==> src/hw/rtl/qrs_pkg.sv <==
// ----------------------------------------------------------------------------
// qrs_pkg
// Shared widths, case codes and sideband types of the quadratic root solver.
// ----------------------------------------------------------------------------
package qrs_pkg;

  localparam int FIELD_W    = 16;  // coefficient field width on the ports
  localparam int COEF_WIDTH = 16;  // coefficient width used by the math
  localparam int FRAC_BITS  = 16;  // fractional bits of the roots
  localparam int OUT_WIDTH  = 34;  // root field width
  localparam int CODE_W     = 3;

  localparam int D_W      = 2 * COEF_WIDTH + 2;         // signed discriminant
  localparam int DU_W     = 2 * COEF_WIDTH + 1;         // nonnegative discriminant
  localparam int SQ_STEPS = COEF_WIDTH + FRAC_BITS + 1; // root bits, one per stage
  localparam int RAD_W    = 2 * SQ_STEPS;               // radicand bits
  localparam int NUM_W    = SQ_STEPS + 1;               // dividend magnitude bits
  localparam int DEN_W    = COEF_WIDTH + 1;             // divisor magnitude bits
  localparam int SAT_W    = (NUM_W + 1 > OUT_WIDTH) ? NUM_W + 1 : OUT_WIDTH;

  typedef enum logic [CODE_W-1:0] {
    CASE_CONTRA = 3'd0,
    CASE_IDENT  = 3'd1,
    CASE_LINEAR = 3'd2,
    CASE_NONE   = 3'd3,
    CASE_DOUBLE = 3'd4,
    CASE_TWO    = 3'd5
  } case_t;

  typedef struct packed {
    case_t                         code;
    logic signed [COEF_WIDTH-1:0]  a;
    logic signed [COEF_WIDTH-1:0]  b;
    logic signed [COEF_WIDTH-1:0]  c;
  } sq_side_t;

  typedef struct packed {
    case_t code;
    logic  neg;
  } dv_side_t;

endpackage

==> src/hw/rtl/qrs_disc.sv <==
// ----------------------------------------------------------------------------
// qrs_disc
// Two stages: products b*b and a*c, then discriminant and case code.
// ----------------------------------------------------------------------------
module qrs_disc import qrs_pkg::*; (
  input  logic                         clk,
  input  logic                         rst,
  input  logic                         en,
  input  logic                         in_valid,
  input  logic signed [COEF_WIDTH-1:0] a,
  input  logic signed [COEF_WIDTH-1:0] b,
  input  logic signed [COEF_WIDTH-1:0] c,
  output logic                         out_valid,
  output logic [DU_W-1:0]              d_mag,
  output sq_side_t                     side
);

  logic                           va;
  logic signed [COEF_WIDTH-1:0]   a_r, b_r, c_r;
  logic signed [2*COEF_WIDTH-1:0] bb, ac;
  logic signed [D_W-1:0]          d;
  case_t                          code;

  always_ff @(posedge clk) begin
    if (rst) begin
      va        <= 1'b0;
      out_valid <= 1'b0;
    end else if (en) begin
      va        <= in_valid;
      out_valid <= va;
    end
  end

  always_ff @(posedge clk) begin
    if (en) begin
      a_r <= a;
      b_r <= b;
      c_r <= c;
      bb  <= b * b;
      ac  <= a * c;
    end
  end

  assign d = D_W'(bb) - (D_W'(ac) <<< 2);

  always_comb begin
    if (a_r == '0) begin
      if (b_r == '0) begin
        code = (c_r == '0) ? CASE_IDENT : CASE_CONTRA;
      end else begin
        code = CASE_LINEAR;
      end
    end else if (d[D_W-1]) begin
      code = CASE_NONE;
    end else if (d == '0) begin
      code = CASE_DOUBLE;
    end else begin
      code = CASE_TWO;
    end
  end

  always_ff @(posedge clk) begin
    if (en) begin
      d_mag     <= d[DU_W-1:0];
      side.code <= code;
      side.a    <= a_r;
      side.b    <= b_r;
      side.c    <= c_r;
    end
  end

endmodule

==> config.mk <==
export PLATFORM = sky130hd
export DESIGN_NAME = qrs_disc
export DESIGN_NICKNAME = d
export VERILOG_FILES = /design/src/hw/rtl/qrs_pkg.sv /design/src/hw/rtl/qrs_disc.sv
export SDC_FILE = /design/constraint.sdc
export NUM_CORES = 2
export LEC_CHECK = 0
export ABC_AREA = 1
export BUFFER_PORTS_ARGS = -buffer_cell sky130_fd_sc_hd__buf_2
export CORE_MARGIN = 10
export CORE_UTILIZATION = 63
export DETAILED_ROUTE_END_ITERATION = 12
export PLACE_DENSITY_LB_ADDON = 0.2
export RECOVER_POWER = 50
export SYNTH_ARGS = -nofsm -noshare
export SYNTH_HDL_FRONTEND = slang
export SYNTH_SLANG_ARGS = --single-unit
==> constraint.sdc <==
create_clock -name clk -period 7.52 [get_ports clk]
set_input_delay 0.376 -clock clk [delete_from_list [all_inputs] [get_ports clk]]
set_output_delay 0.376 -clock clk [all_outputs]
set_load 0.01 [all_outputs]
==> results.json <==
{
  "grt_max_degree": 118,
  "synth_top_family_by_area": "adder cells",
  "start_util_pct": 63.5,
  "worst_path_most_repeated_cell": "fa_1",
  "r2r_end": "side[48]$_DFFE_PP_",
  "final_max_slew_viol_count": 118,
  "cts_tree": "built",
  "setup.worst_path.end": "bb[24]$_DFFE_PP_",
  "cts_setup_buffers": 0,
  "synthSimpleGateAreaFrac_pct": 13.9,
  "vias_per_cell": 5.21,
  "cp_slowest_stage_delay_ns": 0.86,
  "tightest_slew_ns": 6.37,
  "timing.rr.start": "bb[2]$_DFFE_PP_",
  "path_clk_slew_ns": 0.08,
  "grt_first_pass_wirelength_mm": 108,
  "wl_met2_mm": 31.3,
  "synth_top_cell_area_share_pct": 35.5,
  "cp_data_arrival_time_ns": 6.75,
  "ys_seq_elements": 194,
  "start_kind": "primary input",
  "period_minus_slack_ns": 6.56,
  "gr-total-overflow": 0,
  "synthMuxAreaShare_pct": 0,
  "dp_slack_ns": 1.05,
  "final_util_pct": 67.2,
  "required_ns": 7.71,
  "dr.max_layer_used": "met4",
  "setup_violations": 0,
  "min_path_cells": 2,
  "wl_mm": 64.4,
  "cp_cell_sequence": "clkbuf_1 -> nand2_1 -> inv_1 -> fa_1 -> fa_1 -> fa_1 -> fa_1 -> fa_1 -> inv_1 -> fa_1 -> inv_1 -> ha_1 -> nand2_1 -> nor3_1 -> nand4_1 -> o211ai_1 -> xor2_1",
  "yosysSeqAreaShare_pct": 20.7,
  "yosysMostFrequentCell": "inv_1",
  "cts_sinks": 194,
  "drtPass1Iterations": 5,
  "n_antenna_cell": 0,
  "critPathSlowestCell": "clkbuf_1",
  "max_freq_mhz": 152,
  "drtIter0Drc": 1463,
  "cap_viol_max_count": 1,
  "route.vias.total": 20100,
  "dieArea_um2": 53300,
  "synthDistinctLibCells": 47,
  "syn_area_per_cell_um2": 8.78,
  "gp_congestion": 0.916,
  "yosys_warnings": 0,
  "antenna_found_initial": 0,
  "wire_per_inst_um": 16.7,
  "row_count": 77,
  "layout-drive-gt1-share_pct": 4.62,
  "die_w_um": 231,
  "yosysTopAreaCell": "fa_1",
  "cp_max_fo": 24,
  "synth_commonest_cells": "inv_1, nand2_1, fa_1, ha_1, edfxtp_1",
  "finalCritPeriodShare_pct": 87.2,
  "crit_path_end_kind": "register",
  "coreArea_um2": 44100,
  "fin_skew_ns": 0.0176,
  "fill_cells": 3740,
  "ioPinCount": 137,
  "violations": "capacitance limit, slew limit",
  "netlist_area_um2": 28000,
  "crit_type": "in2reg",
  "wl_met1_mm": 27.3,
  "rsz0062_at_grt": "no",
  "hold_viol_final": 0,
  "dr_wl_met3_mm": 4.56,
  "setup_ws_ns": 0.962,
  "synth-compound-area-share_pct": 3.35,
  "seqCellArea_um2": 5810,
  "status": "finished with violations",
  "max-slew-margin-rel_pct": -325,
  "cts_resized": 0,
  "synthCells": 3193,
  "synthAdderAreaFrac_pct": 44.4,
  "cts-root-buf": "clkbuf_16",
  "final_antenna_net_count": 0,
  "grt_usage_pct": 25.3,
  "syn-num-nets": 3942,
  "hp-class": "in2reg",
  "synth-xor-area-share_pct": 2.97,
  "reg2regPathDepth": 17,
  "synth_edf_count": 192,
  "multi_input_comb_area_um2": 18100,
  "die_y_um": 231,
  "hpwl_mm": 54.8,
  "drc": 0,
  "worst_skew_pair.late_latency_ns": 0.47,
  "r2r_slack_ns": 4.78,
  "synthFlopType": "edfxtp_1",
  "grt_pass1_vias": 21300,
  "fin_nets": 4004,
  "io_buffers": 135,
  "ctsHoldBuffers": 0,
  "tns_ns": 0,
  "areaGrowthSynthToFinish_pct": 5.77,
  "cts_buffer_depth": 2,
  "htreeDepth": 4,
  "startpoint": "b[15]",
  "synth_area_leaders": "fa_1, edfxtp_1, inv_1",
  "cts-buffers-inserted": 17,
  "async_reset_ff_share_pct": 0
}
[cells in the final DEF, fill, tap and decap left out, types with 8 or more instances in the layout]
master	count
ha_1	200
inv_1	987
xnor2_1	39
buf_2	67
o21ai_0	31
nor3_1	14
o21bai_1	8
fa_1	497
edfxtp_1	192
nand4_1	19
nand3_1	56
nand2_2	11
clkbuf_16	17
nor4_1	14
clkbuf_1	68
nor2_1	99
nor2_2	13
a21oi_1	96
xor2_1	56
nand2_1	703
[stage by stage]
step / cell area, um^2 / instances / hold slack [ns]
floorplan: 28000 / 3193 / 0.427
global route: 29600 / 3860 / 0.0747
global placement: 29100 / 3828 / 0.428
detailed placement: 29100 / 3828 / 0.434
finish: 29600 / 3860 / 0.0812
CTS: 29700 / 3860 / 0.0630
[logic make-up after synthesis]
group           count (synthesis)
buf+inv                      1087
other cells                     1
fa+ha+maj                     697
simple gates                  952
xor+xnor                       95
compound gates                167
flops                         194
[worst min-delay path by stage]
stage | start | end | slack, ns
final | rst | va$_SDFFE_PP0P_ | 0.08
after global routing | rst | va$_SDFFE_PP0P_ | 0.07
after CTS | rst | va$_SDFFE_PP0P_ | 0.06
after detailed placement | b_r[13]$_DFFE_PP_ | side[29]$_DFFE_PP_ | 0.43
after global placement | b_r[5]$_DFFE_PP_ | side[21]$_DFFE_PP_ | 0.43
after floorplan | c_r[0]$_DFFE_PP_ | side[0]$_DFFE_PP_ | 0.43
[per-layer routing]
metal / track usage, % / vias to the layer above
met1: 34.7 / 9966
met3: 4.10 / 91
met2: 41.7 / 643
met4: 6.29 / 0
met5: 0 / -
li1: - / 9415
[sequential cells by signal, indices dropped and copies added (netlist names), 16 cells and up]
register / cells
side: 50
ac: 32
d_mag: 32
bb: 30
a_r: 16
b_r: 16
c_r: 16
[critical path: cells and delay by family]
kind	cells	cell delay (ns)
xor+xnor	1	0.14
fa+ha+maj	7	3.69
simple gates	4	0.96
compound gates	1	0.47
buf+inv	4	1.10
[area by class of cell]
type,instances,area share [%]
Multi-Input combinational cell,1912,61.2
Tap cell,592,2.50
Sequential cell,194,19.6
Clock buffer,17,1.44
Inverter,993,12.6
Clock inverter,15,0.697
Timing Repair Buffer,137,2.04
Power is left out: the tool's default activity adds up to more than one toggle a clock period on the data nets, which glitch-free logic cannot reach.
