===== src/hw/rtl/qrs_pkg.sv =====
// ----------------------------------------------------------------------------
// qrs_pkg
// Shared widths, case codes and sideband types of the quadratic root solver.
// ----------------------------------------------------------------------------
package qrs_pkg;

  localparam int FIELD_W    = 16;  // coefficient field width on the ports
  localparam int COEF_WIDTH = 16;  // coefficient width used by the math
  localparam int FRAC_BITS  = 16;  // fractional bits of the roots
  localparam int OUT_WIDTH  = 34;  // root field width
  localparam int CODE_W     = 3;

  localparam int D_W      = 2 * COEF_WIDTH + 2;         // signed discriminant
  localparam int DU_W     = 2 * COEF_WIDTH + 1;         // nonnegative discriminant
  localparam int SQ_STEPS = COEF_WIDTH + FRAC_BITS + 1; // root bits, one per stage
  localparam int RAD_W    = 2 * SQ_STEPS;               // radicand bits
  localparam int NUM_W    = SQ_STEPS + 1;               // dividend magnitude bits
  localparam int DEN_W    = COEF_WIDTH + 1;             // divisor magnitude bits
  localparam int SAT_W    = (NUM_W + 1 > OUT_WIDTH) ? NUM_W + 1 : OUT_WIDTH;

  typedef enum logic [CODE_W-1:0] {
    CASE_CONTRA = 3'd0,
    CASE_IDENT  = 3'd1,
    CASE_LINEAR = 3'd2,
    CASE_NONE   = 3'd3,
    CASE_DOUBLE = 3'd4,
    CASE_TWO    = 3'd5
  } case_t;

  typedef struct packed {
    case_t                         code;
    logic signed [COEF_WIDTH-1:0]  a;
    logic signed [COEF_WIDTH-1:0]  b;
    logic signed [COEF_WIDTH-1:0]  c;
  } sq_side_t;

  typedef struct packed {
    case_t code;
    logic  neg;
  } dv_side_t;

endpackage


===== src/hw/rtl/qrs_sqrt.sv =====
// ----------------------------------------------------------------------------
// qrs_sqrt
// Pipelined digit-by-digit square root, one root bit per register stage.
// ----------------------------------------------------------------------------
module qrs_sqrt import qrs_pkg::*; (
  input  logic                clk,
  input  logic                rst,
  input  logic                en,
  input  logic                in_valid,
  input  logic [DU_W-1:0]     d,
  input  sq_side_t            in_side,
  output logic                out_valid,
  output logic [SQ_STEPS-1:0] root,
  output sq_side_t            out_side
);

  localparam int REM_W = SQ_STEPS + 2;

  logic                vld  [0:SQ_STEPS];
  logic [RAD_W-1:0]    rad  [0:SQ_STEPS];
  logic [REM_W-1:0]    rem  [0:SQ_STEPS];
  logic [SQ_STEPS-1:0] rt   [0:SQ_STEPS];
  sq_side_t            sd   [0:SQ_STEPS];

  assign vld[0] = in_valid;
  assign rad[0] = RAD_W'(d) << (2 * FRAC_BITS);
  assign rem[0] = '0;
  assign rt[0]  = '0;
  assign sd[0]  = in_side;

  for (genvar i = 0; i < SQ_STEPS; i++) begin : g_step
    logic [REM_W-1:0] r2, trial;
    logic             ge;

    assign r2    = {rem[i][REM_W-3:0], rad[i][RAD_W-1 -: 2]};
    assign trial = {rt[i], 2'b01};
    assign ge    = (r2 >= trial);

    always_ff @(posedge clk) begin
      if (rst) begin
        vld[i+1] <= 1'b0;
      end else if (en) begin
        vld[i+1] <= vld[i];
      end
    end

    always_ff @(posedge clk) begin
      if (en) begin
        rad[i+1] <= rad[i] << 2;
        rem[i+1] <= ge ? (r2 - trial) : r2;
        rt[i+1]  <= {rt[i][SQ_STEPS-2:0], ge};
        sd[i+1]  <= sd[i];
      end
    end
  end

  assign out_valid = vld[SQ_STEPS];
  assign root      = rt[SQ_STEPS];
  assign out_side  = sd[SQ_STEPS];

endmodule


===== config.mk =====
export PLATFORM = sky130hd
export DESIGN_NAME = qrs_sqrt
export DESIGN_NICKNAME = d
export VERILOG_FILES = /design/src/hw/rtl/qrs_pkg.sv /design/src/hw/rtl/qrs_sqrt.sv
export SDC_FILE = /design/constraint.sdc
export NUM_CORES = 2
export LEC_CHECK = 0
export BUFFER_PORTS_ARGS = -buffer_cell sky130_fd_sc_hd__buf_2
export CAP_MARGIN = 20
export CORE_MARGIN = 10
export CORE_UTILIZATION = 40
export CTS_BUF_LIST = sky130_fd_sc_hd__clkbuf_16
export DETAILED_ROUTE_END_ITERATION = 7
export PLACE_DENSITY = 0.55
export SLEW_MARGIN = 20
export SYNTH_ARGS = -nofsm -noshare
export SYNTH_HDL_FRONTEND = slang
export SYNTH_SLANG_ARGS = --single-unit

===== constraint.sdc =====
create_clock -name clk -period 3.6 [get_ports clk]
set_input_delay 0.18 -clock clk [delete_from_list [all_inputs] [get_ports clk]]
set_output_delay 0.18 -clock clk [all_outputs]
set_load 0.02 [all_outputs]

==> summary.md <==
| Metric | Value |
|---|---|
| Fillers | `31409` |
| CTS HTree Levels | `5` |
| Initial antenna violation count | `5` |
| Final core utilization | `0.473` |
| VDD IR max | `0.000390 V` |
| WP data arrival | `4.27 ns` |
| Critical path buffers and inverters | `0` |
| Pre-Repair DR Iteration Count | `6` |
| Synth area leader | `edfxtp_1` |
| Top post-synthesis cells by area | `edfxtp_1 (72%), ha_1 (4.8%), xnor2_1 (2.5%)` |
| TritonCTS Sinks | `3535` |
| # IOs | `173` |
| Highest metal used | `met5` |
| Input/output buffers | `172` |
| Status | `finished, violations left` |
| Leakage | `65.1 nW` |
| Detailed router's first-iteration violation count | `5200` |
| Final GP Congestion | `0.886` |
| Async SR Flop Fraction | `0` |
| Final min period | `3.62 ns` |
| Layout cells sized above 1 | `0.146` |
| Remaining Overflow, GRT | `0` |
| Most common cell after layout, fill and taps aside | `edfxtp_1` |
| Slowest stage delay, CP | `0.41 ns` |
| Clock-pin slew on the worst setup and hold paths | `0.06 ns` |
| Setup_tns | `-0.0189 ns` |
| Flops & latches, synth | `3535` |
| Worst-Margin Slew | `1.02 ns` |
| Clock buffer depth | `4` |
| Synthesized area | `147000 µm²` |
| Clk Latency, worst-skew pair | `0.93 ns` |
| Setup CP Type | `flop to flop` |
| Die height | `626 µm` |
| Hpwl dp | `192000 µm` |
| Critical path, cell by cell | `ha_2 > fa_2 > a21o_1 > a21oi_2 > o21ai_2 > a32o_2 > a221o_1 > a221o_1 > a21oi_2 > nor2_2 > o41ai_2 > o2bb2a_2` |
| Routed metal-1 wirelength | `118000 µm` |
| Finished Cell Area | `173000 µm²` |
| Slew headroom | `0.318` |
| DR WL/cell | `17.3 µm` |
| Yosys top cell area share | `0.717` |
| Setup violations, final | `1` |
| Worst-path fanout max | `3` |
| Unrepaired setup endpoints after global routing | `yes` |
| Pwr Density | `636 nW/µm²` |
| Post-synth EDFFs | `3502` |
| Vias/cell | `5.00` |
| TritonCTS buffer count | `379` |
| Final WL | `278000 µm` |
| Critical Path Slowest Stage Cell | `edfxtp_1` |
| Worst path required time | `4.25 ns` |
| Pwr Total | `110 mW` |
| Worst Setup Start Kind | `flop` |
| Main flop type after synthesis | `edfxtp_1` |
| Max Cap Viol | `0` |
| Die X | `626 µm` |
| Sequential Area | `106000 µm²` |
| Initial Util | `0.401` |
| Failing checks | `negative setup slack` |
| Nets@finish | `11656` |
| CP delay by family, top | `compound AO/OA/AOI/OAI gates` |
| Root Buffer | `clkbuf_16` |
| Area grow syn2layout | `17.8%` |
| Synth Net Count | `10553` |
| Largest net degree at the start of global routing | `140` |
| # rows | `222` |
| GR Util All Layers | `0.137` |
| Worst hold path class | `input port to flop` |
| Cells after Synth | `9888` |
| DRC violations left | `0` |
| CTS tree | `built` |
| Slew Viols, Final | `0` |
| Worst slack, placed | `-0.369 ns` |
| Sequential area share after synthesis | `0.721` |
| Avg Cell Area, Syn | `14.8 µm²` |
| Final Skew | `0.0556 ns` |
| Fin. Hold Viols | `0` |
| Commonest non-fill, non-tap cells in the layout | `edfxtp_1 (3502), inv_1 (802), nand2_1 (620)` |
| Ys Warns | `0` |
| Maximum clock rate | `0.276 GHz` |
| Post-DP Area | `157000 µm²` |
| DR vias | `80616` |
| Die area | `391000 µm²` |
| Worst setup EP type | `flop` |
| Multi-input logic area | `38400 µm²` |
| Final setup margin | `-0.0189 ns` |
| Tcrit/Tclk final | `1.01` |
| Post-route ant nets | `0` |
| First-pass GRT wire length | `439000 µm` |
| Met2 wire length | `136000 µm` |
| Synth cell types | `92` |
| Core footprint | `366000 µm²` |
| Met3 WL post-DR | `12800 µm` |
| Vias in the first global route | `82295` |
==> cells in the mapped netlist (all sizes together), types with 17 or more instances <==
cell type	count
a21oi	510
o211ai	25
nand2b	90
nand4	56
a211oi	56
o21ai	448
dfxtp	33
o21bai	57
and3	47
and2	28
nor2b	62
o21a	85
mux2i	38
a21o	232
nand2	623
or3	69
nor2	547
nor3	226
nor4	104
a31oi	49
nand3b	29
or4	51
ha	562
nand3	132
or2	45
xnor2	414
clkbuf	129
edfxtp	3502
xor2	383
o31ai	64
mux2	114
inv	736
a2111oi	17
nor3b	19
a21boi	20
buf	70
==> path summary, 6_finish.rpt <==
kind | start | end | slack [ns] | cells after the start
worst max register to register | g_step[30].r2[2] | g_step[31].r2[34] | -0.02 | 12
worst min-delay path | rst | vld[31] | 0.28 | 3
worst min register to register | sd[631] | sd[580] | 0.39 | 0
worst max-delay path | g_step[30].r2[2] | g_step[31].r2[34] | -0.02 | 12
==> sequential cells by signal (all words and copies together) (netlist names) <==
signal and cells:
out_valid 1, root 33, out_side 51, g_step.trial 528, rad 240, g_step.r2 1018, vld 32, sd 1632
==> cell families after synthesis <==
family,synth area share
flip-flops,0.721
other,0.0000256
adder cells (fa/ha/maj),0.0500
AND/OR/NAND/NOR,0.0715
AO/OA/AOI/OAI,0.0730
XOR/XNOR,0.0476
multiplexers,0.0113
buffers and inverters,0.0255
==> through the flow <==
step / hold WS, ns / std cells
detailed placement: 0.358 / 15188
global route: 0.238 / 16114
finish: 0.277 / 16119
floorplan: 0.279 / 9888
CTS: 0.173 / 16064
global placement: 0.356 / 15188
==> cell type report <==
cell class	count	share of cell area
tap	4816	0.0349
inverter	740	0.0161
antenna	7	0.000101
clock buffer	381	0.0552
sequential	3535	0.612
timing repair inverter	2	0.0000869
multi-input combinational	5414	0.222
clock inverter	305	0.0135
timing repair buffer	919	0.0458
==> power by group <==
part / internal (mW) / switching [mW]
clock: 21.0 / 15.8
sequential: 50.9 / 2.59
combinational: 9.05 / 10.7
total: 80.9 / 29.0
==> layer usage <==
| metal | vias up | global-route usage |
|---|---|---|
| li1 | 39101 | - |
| met1 | 39186 | 0.172 |
| met2 | 1661 | 0.235 |
| met3 | 666 | 0.0243 |
| met4 | 2 | 0.0545 |
| met5 | - | 0 |
==> worst register-to-register path: stages (launching register included) <==
cell and delay (ns):
edfxtp_1 0.41, ha_2 0.22, fa_2 0.40, a21o_1 0.18, a21oi_2 0.18, o21ai_2 0.11, a32o_2 0.33, a221o_1 0.35
a221o_1 0.41, a21oi_2 0.23, nor2_2 0.06, o41ai_2 0.21, o2bb2a_2 0.26
==> repair_timing <==
| item | 4_1_cts | 5_1_grt |
|---|---|---|
| cloned | 4 | 6 |
| hold endpoints to repair | 165 | 0 |
| hold buffers | 173 | 0 |
| resized for setup | 80 | 212 |
| pin swaps | 35 | 88 |
| endpoints found under the setup margin | 194 | 378 |
| setup buffers | 13 | 44 |
Power figures use the tool's default switching activity.
