[config.mk]
export PLATFORM = sky130hd
export DESIGN_NAME = qrs_div
export DESIGN_NICKNAME = d
export VERILOG_FILES = /design/src/hw/rtl/qrs_pkg.sv /design/src/hw/rtl/qrs_div.sv
export SDC_FILE = /design/constraint.sdc
export NUM_CORES = 2
export LEC_CHECK = 0
export BUFFER_PORTS_ARGS = -buffer_cell sky130_fd_sc_hd__buf_2
export CAP_MARGIN = 20
export CORE_AREA = 2 2 559 561
export DETAILED_ROUTE_END_ITERATION = 12
export DIE_AREA = 0 0 561 563
export GPL_TIMING_DRIVEN = 0
export PLACE_DENSITY = 0.51
export SYNTH_ARGS = -nofsm -noshare
export SYNTH_HDL_FRONTEND = slang
export SYNTH_SLANG_ARGS = --single-unit
[constraint.sdc]
create_clock -name clk -period 4.5 [get_ports clk]
set_input_delay 0 -clock clk [delete_from_list [all_inputs] [get_ports clk]]
set_output_delay 0 -clock clk [all_outputs]
set_load 0.05 [all_outputs]
[src/hw/rtl/qrs_pkg.sv]
// ----------------------------------------------------------------------------
// qrs_pkg
// Shared widths, case codes and sideband types of the quadratic root solver.
// ----------------------------------------------------------------------------
package qrs_pkg;

  localparam int FIELD_W    = 16;  // coefficient field width on the ports
  localparam int COEF_WIDTH = 16;  // coefficient width used by the math
  localparam int FRAC_BITS  = 16;  // fractional bits of the roots
  localparam int OUT_WIDTH  = 34;  // root field width
  localparam int CODE_W     = 3;

  localparam int D_W      = 2 * COEF_WIDTH + 2;         // signed discriminant
  localparam int DU_W     = 2 * COEF_WIDTH + 1;         // nonnegative discriminant
  localparam int SQ_STEPS = COEF_WIDTH + FRAC_BITS + 1; // root bits, one per stage
  localparam int RAD_W    = 2 * SQ_STEPS;               // radicand bits
  localparam int NUM_W    = SQ_STEPS + 1;               // dividend magnitude bits
  localparam int DEN_W    = COEF_WIDTH + 1;             // divisor magnitude bits
  localparam int SAT_W    = (NUM_W + 1 > OUT_WIDTH) ? NUM_W + 1 : OUT_WIDTH;

  typedef enum logic [CODE_W-1:0] {
    CASE_CONTRA = 3'd0,
    CASE_IDENT  = 3'd1,
    CASE_LINEAR = 3'd2,
    CASE_NONE   = 3'd3,
    CASE_DOUBLE = 3'd4,
    CASE_TWO    = 3'd5
  } case_t;

  typedef struct packed {
    case_t                         code;
    logic signed [COEF_WIDTH-1:0]  a;
    logic signed [COEF_WIDTH-1:0]  b;
    logic signed [COEF_WIDTH-1:0]  c;
  } sq_side_t;

  typedef struct packed {
    case_t code;
    logic  neg;
  } dv_side_t;

endpackage

[src/hw/rtl/qrs_div.sv]
// ----------------------------------------------------------------------------
// qrs_div
// Pipelined unsigned restoring divider, one quotient bit per register stage.
// ----------------------------------------------------------------------------
module qrs_div import qrs_pkg::*; (
  input  logic             clk,
  input  logic             rst,
  input  logic             en,
  input  logic             in_valid,
  input  logic [NUM_W-1:0] num,
  input  logic [DEN_W-1:0] den,
  input  dv_side_t         in_side,
  output logic             out_valid,
  output logic [NUM_W-1:0] quo,
  output dv_side_t         out_side
);

  logic             vld [0:NUM_W];
  logic [NUM_W-1:0] nq  [0:NUM_W];
  logic [DEN_W-1:0] rem [0:NUM_W];
  logic [DEN_W-1:0] dv  [0:NUM_W];
  dv_side_t         sd  [0:NUM_W];

  assign vld[0] = in_valid;
  assign nq[0]  = num;
  assign rem[0] = '0;
  assign dv[0]  = den;
  assign sd[0]  = in_side;

  for (genvar i = 0; i < NUM_W; i++) begin : g_step
    logic [DEN_W:0] r2, diff;
    logic           ge;

    assign r2   = {rem[i], nq[i][NUM_W-1]};
    assign ge   = (r2 >= {1'b0, dv[i]});
    assign diff = r2 - {1'b0, dv[i]};

    always_ff @(posedge clk) begin
      if (rst) begin
        vld[i+1] <= 1'b0;
      end else if (en) begin
        vld[i+1] <= vld[i];
      end
    end

    always_ff @(posedge clk) begin
      if (en) begin
        rem[i+1] <= ge ? diff[DEN_W-1:0] : r2[DEN_W-1:0];
        nq[i+1]  <= {nq[i][NUM_W-2:0], ge};
        dv[i+1]  <= dv[i];
        sd[i+1]  <= sd[i];
      end
    end
  end

  assign out_valid = vld[NUM_W];
  assign quo       = nq[NUM_W];
  assign out_side  = sd[NUM_W];

endmodule

==> PnR_summary.wiki <==
{| class="wikitable"
! Metric !! Value
|-
| Run status || finished clean
|-
| Post-CTS Setup Repair Bufs || 0
|-
| Mapped Nets || a little over 8000
|-
| Total global-route track usage || 0.1260
|-
| Final hold slack || around 0.14 ns
|-
| Initial antenna violation count || 2
|-
| Synth Flop Type || sky130_fd_sc_hd__edfxtp_1
|-
| Clock root buffer master || sky130_fd_sc_hd__clkbuf_16
|-
| Setup crit end kind || flop
|-
| Most area-consuming cells after synthesis || sky130_fd_sc_hd__edfxtp_1 (67%), sky130_fd_sc_hd__ha_1 (6.5%), sky130_fd_sc_hd__mux2_2 (2.7%), sky130_fd_sc_hd__inv_1 (2.6%), sky130_fd_sc_hd__xnor2_1 (2.1%)
|-
| Clock Latency Late Sink || ~0.9 ns
|-
| Total clock sinks || approximately 2400
|-
| Core Rows || approximately 200
|-
| Overall die area || roughly 0.32 mm2
|-
| Power Density || 674.2 mW/mm2
|-
| Placeable core region || 0.3104 mm2
|-
| Routed wl met3 || around 8300 um
|-
| Worst vdd rail ir drop || roughly 0.3 mV
|-
| Leakage power summed over all cells || roughly 47 nW
|-
| Ports || 98
|-
| Detailed Route WL || about 200000 um
|-
| Slew HR || 0.2988
|-
| Share of synthesized flip-flops with an asynchronous set or reset || 0
|-
| Setup slack of the most critical reg-to-reg path || ~0.68 ns
|-
| Synth unique cells || 100
|-
| Die Y || 563 um
|-
| Floorplan die width || roughly 560 um
|-
| Post-Syn Area per Cell || 14.36 um2
|-
| Initial DRT Pass Iterations || 5
|-
| Average routed wire per standard cell || approximately 16 um
|-
| Vias in the first global route || about 60000
|-
| Cell with the largest stage delay on the worst path || sky130_fd_sc_hd__clkbuf_1
|-
| Number of register bits inferred by synthesis || around 2400
|-
| Chain of cells forming the critical path || dlygate4sd3_1, buf_12, buf_16, buf_16, buf_16, clkbuf_1, clkbuf_1, mux2i_1, nor2_1, dlygate4sd3_1
|-
| H-Tree Level Count || 5
|-
| Max Used Layer || met4
|-
| Worst Hold Path Cells || 2
|-
| Unrepaired setup endpoints after global routing || false
|-
| CTS tree || done
|-
| Max-cap violations || 0
|-
| Fillers || 28490
|-
| Final-report max-slew violation count || 0
|-
| TritonCTS Buffers || approximately 290
|-
| Area growth from synthesis to layout || 15.41%
|-
| Most frequent cells in the layout || sky130_fd_sc_hd__edfxtp_1 (2414), sky130_fd_sc_hd__inv_1 (751), sky130_fd_sc_hd__ha_1 (563)
|-
| Max Clock Skew || roughly 0.042 ns
|-
| Hold crit path type || in2reg
|-
| Class of the most critical setup path || in2reg
|-
| Number of DRC markers after the initial detailed-route iteration || 4064
|-
| Max FO, Critical Path || between 100 and 150
|-
| Slack of the critical path || roughly 0.45 ns
|-
| Yosys top cell by area || sky130_fd_sc_hd__edfxtp_1
|-
| Setup WS pre-CTS || between 0.3 and 0.4 ns
|-
| Cell repeated most along the worst path || sky130_fd_sc_hd__buf_16
|-
| Post-synth design cell area || 0.1081 mm2
|-
| Finish-stage setup viols || 0
|-
| Worst reg2reg startpoint || g_step[32].r2[0]$_DFFE_PP_
|-
| Critical Path Source Type || primary input
|-
| Clock transition at the register clock pins on the worst setup and hold paths after CTS || roughly 0.06 ns
|-
| Sequential area share after synthesis || 0.6770
|-
| Count of vias placed by the detailed router || between 50000 and 60000
|-
| Antenna violation net count after detailed routing || 0
|-
| Hpwl dp || around 140000 um
|-
| Hold path startpoint || en
|-
| Slew of the pin with the lowest slew margin || ~1.1 ns
|-
| Worst Reg2Reg Path Length in Cells || 13
|-
| DRC violations left || 0
|-
| Min cycle time layout || roughly 4 ns
|-
| Remaining global-route overflow || 0
|-
| Yosys warning count || 0
|-
| Final cell count without fillers || 12410
|-
| Met1 WL || 91980 um
|-
| Quantity of I/O buffers inserted on ports || 96
|-
| Data arrival time of the worst path || around 4.8 ns
|-
| Nets || 8701
|-
| Required @ worst endpoint || roughly 5.3 ns
|-
| Starting density of the core || 0.3483
|-
| TNS Setup || 0 ns
|-
| Highest achievable clock rate || approximately 250 MHz
|-
| Maximum buffer depth of the clock tree || 4
|-
| Fin crit share || 0.8996
|-
| Number of cells after detailed placement || roughly 12000
|-
| Number of instances in the synthesized netlist || approximately 7500
|-
| Share of Yosys cell area claimed by the top area cell type || 0.6707
|-
| Met2 routed wirelength || between 90000 and 100000 um
|-
| Number of enable-type register cells in the synthesized netlist || ~2400
|-
| Highest cell delay on the worst timing path || a little under 0.6 ns
|-
| Worst hold endpoint || nq[1138]$_DFFE_PP_
|-
| Routed via count divided by cell count || between 4 and 5
|-
| First-pass GRT wire length || ~320000 um
|-
| Worst reg2reg path endpoint || g_step[33].r2[15]$_DFFE_PP_
|-
| Final hold vios || 0
|-
| Most common cell after layout, fill and taps aside || sky130_fd_sc_hd__edfxtp_1
|-
| Maximum number of pins on one net before global-route repair || about 180
|-
| Global placement routability congestion || roughly 0.87
|-
| Ratio of cells with drive above 1 in the final layout || 0.1152
|}
-- per-stage QoR --
step | total power [mW] | util | instance area (um2)
4_1_cts | 85.20 | 0.4018 | 124700
3_5_place_dp | 61.16 | 0.3679 | 114200
6_report | 84.10 | 0.4019 | 124700
2_1_floorplan | 53.65 | - | 108100
5_1_grt | 89.71 | 0.4019 | 124700
3_3_place_gp | 62.51 | 0.3665 | 113700
-- cell usage after synthesis (21+ instances only) --
cell                           n
sky130_fd_sc_hd__xor2_1      146
sky130_fd_sc_hd__mux2_2      256
sky130_fd_sc_hd__a31oi_1      37
sky130_fd_sc_hd__nand3_1      84
sky130_fd_sc_hd__nor2_1      349
sky130_fd_sc_hd__o31ai_1      46
sky130_fd_sc_hd__buf_4        47
sky130_fd_sc_hd__nor4_1       29
sky130_fd_sc_hd__xnor2_1     254
sky130_fd_sc_hd__fa_1         32
sky130_fd_sc_hd__nand4_1      99
sky130_fd_sc_hd__nand3b_1     24
sky130_fd_sc_hd__o21ai_1      28
sky130_fd_sc_hd__nor3_1      106
sky130_fd_sc_hd__o21bai_1     87
sky130_fd_sc_hd__and3_1       27
sky130_fd_sc_hd__dfxtp_1      34
sky130_fd_sc_hd__nand2b_1     56
sky130_fd_sc_hd__mux2i_1      51
sky130_fd_sc_hd__or2_2        26
sky130_fd_sc_hd__a2111oi_0    22
sky130_fd_sc_hd__a211oi_1     64
sky130_fd_sc_hd__edfxtp_1   2414
sky130_fd_sc_hd__clkbuf_1     74
sky130_fd_sc_hd__inv_1       751
sky130_fd_sc_hd__a211o_1      21
sky130_fd_sc_hd__or3_1        36
sky130_fd_sc_hd__buf_2        30
sky130_fd_sc_hd__nor2b_1      49
sky130_fd_sc_hd__o21a_1       67
sky130_fd_sc_hd__ha_1        563
sky130_fd_sc_hd__a21o_1      189
sky130_fd_sc_hd__nand2_1     362
sky130_fd_sc_hd__a21oi_1     413
sky130_fd_sc_hd__o21ai_0     355
-- state kept, by name (all words and copies together) (netlist names) --
signal	flops
nq	1089
vld	33
quo	34
out_valid	1
dv	561
sd	132
g_step.r2	594
out_side	4
-- logic make-up after synthesis --
family	share of synthesized area
XOR/XNOR	0.03241
adder cells (fa/ha/maj)	0.07110
AND/OR/NAND/NOR	0.06050
buffers and inverters	0.03403
AO/OA/AOI/OAI	0.09129
flip-flops	0.6770
multiplexers	0.03372
-- power by group --
group          total [mW]  switching [mW]  internal, mW
sequential           32.9            2.08          30.8
combinational        28.1            15.7          12.4
clock                23.1            9.26          13.8
total                84.1            27.0          57.1
-- critical path, delay by kind of cell --
kind | cells | cell delay [ns]
buf+inv | 8 | 3.75
simple gates | 1 | 0.05
mux | 1 | 0.25
-- what timing repair did --
item,in CTS,in global routing
hold buffers,116,0
setup endpoints to repair,0,1
endpoints found under the hold margin,255,0
resized for setup,0,0
-- worst max-delay path by stage --
stage                                     startpoint                     endpoint
after floorplan           g_step[29].r2[0]$_DFFE_PP_  g_step[30].r2[10]$_DFFE_PP_
after global placement                            en             nq[59]$_DFFE_PP_
after detailed placement                          en         vld[27]$_SDFFE_PP0P_
after CTS                                         en         vld[33]$_SDFFE_PP0P_
after global routing                              en         vld[33]$_SDFFE_PP0P_
final                                             en         vld[33]$_SDFFE_PP0P_
-- layer usage --
layer	vias to the layer above	track usage
met4	0	0.04857
met3	436	0.02326
li1	29230	-
met1	28580	0.1631
met2	1049	0.2094
met5	-	0
-- cell type report --
cell class,instances,area (um2),share of cell area
sequential,2448,73170,0.5865
multi-input combinational,4171,31240,0.2504
clock buffer,359,7601,0.06093
tap,4140,5180,0.04152
inverter,752,2823,0.02263
timing repair buffer,228,2095,0.01679
clock inverter,153,1777,0.01424
buffer,158,855.8,0.006860
antenna,3,7.507,0.00006018
(Power assumes the default switching activity.)
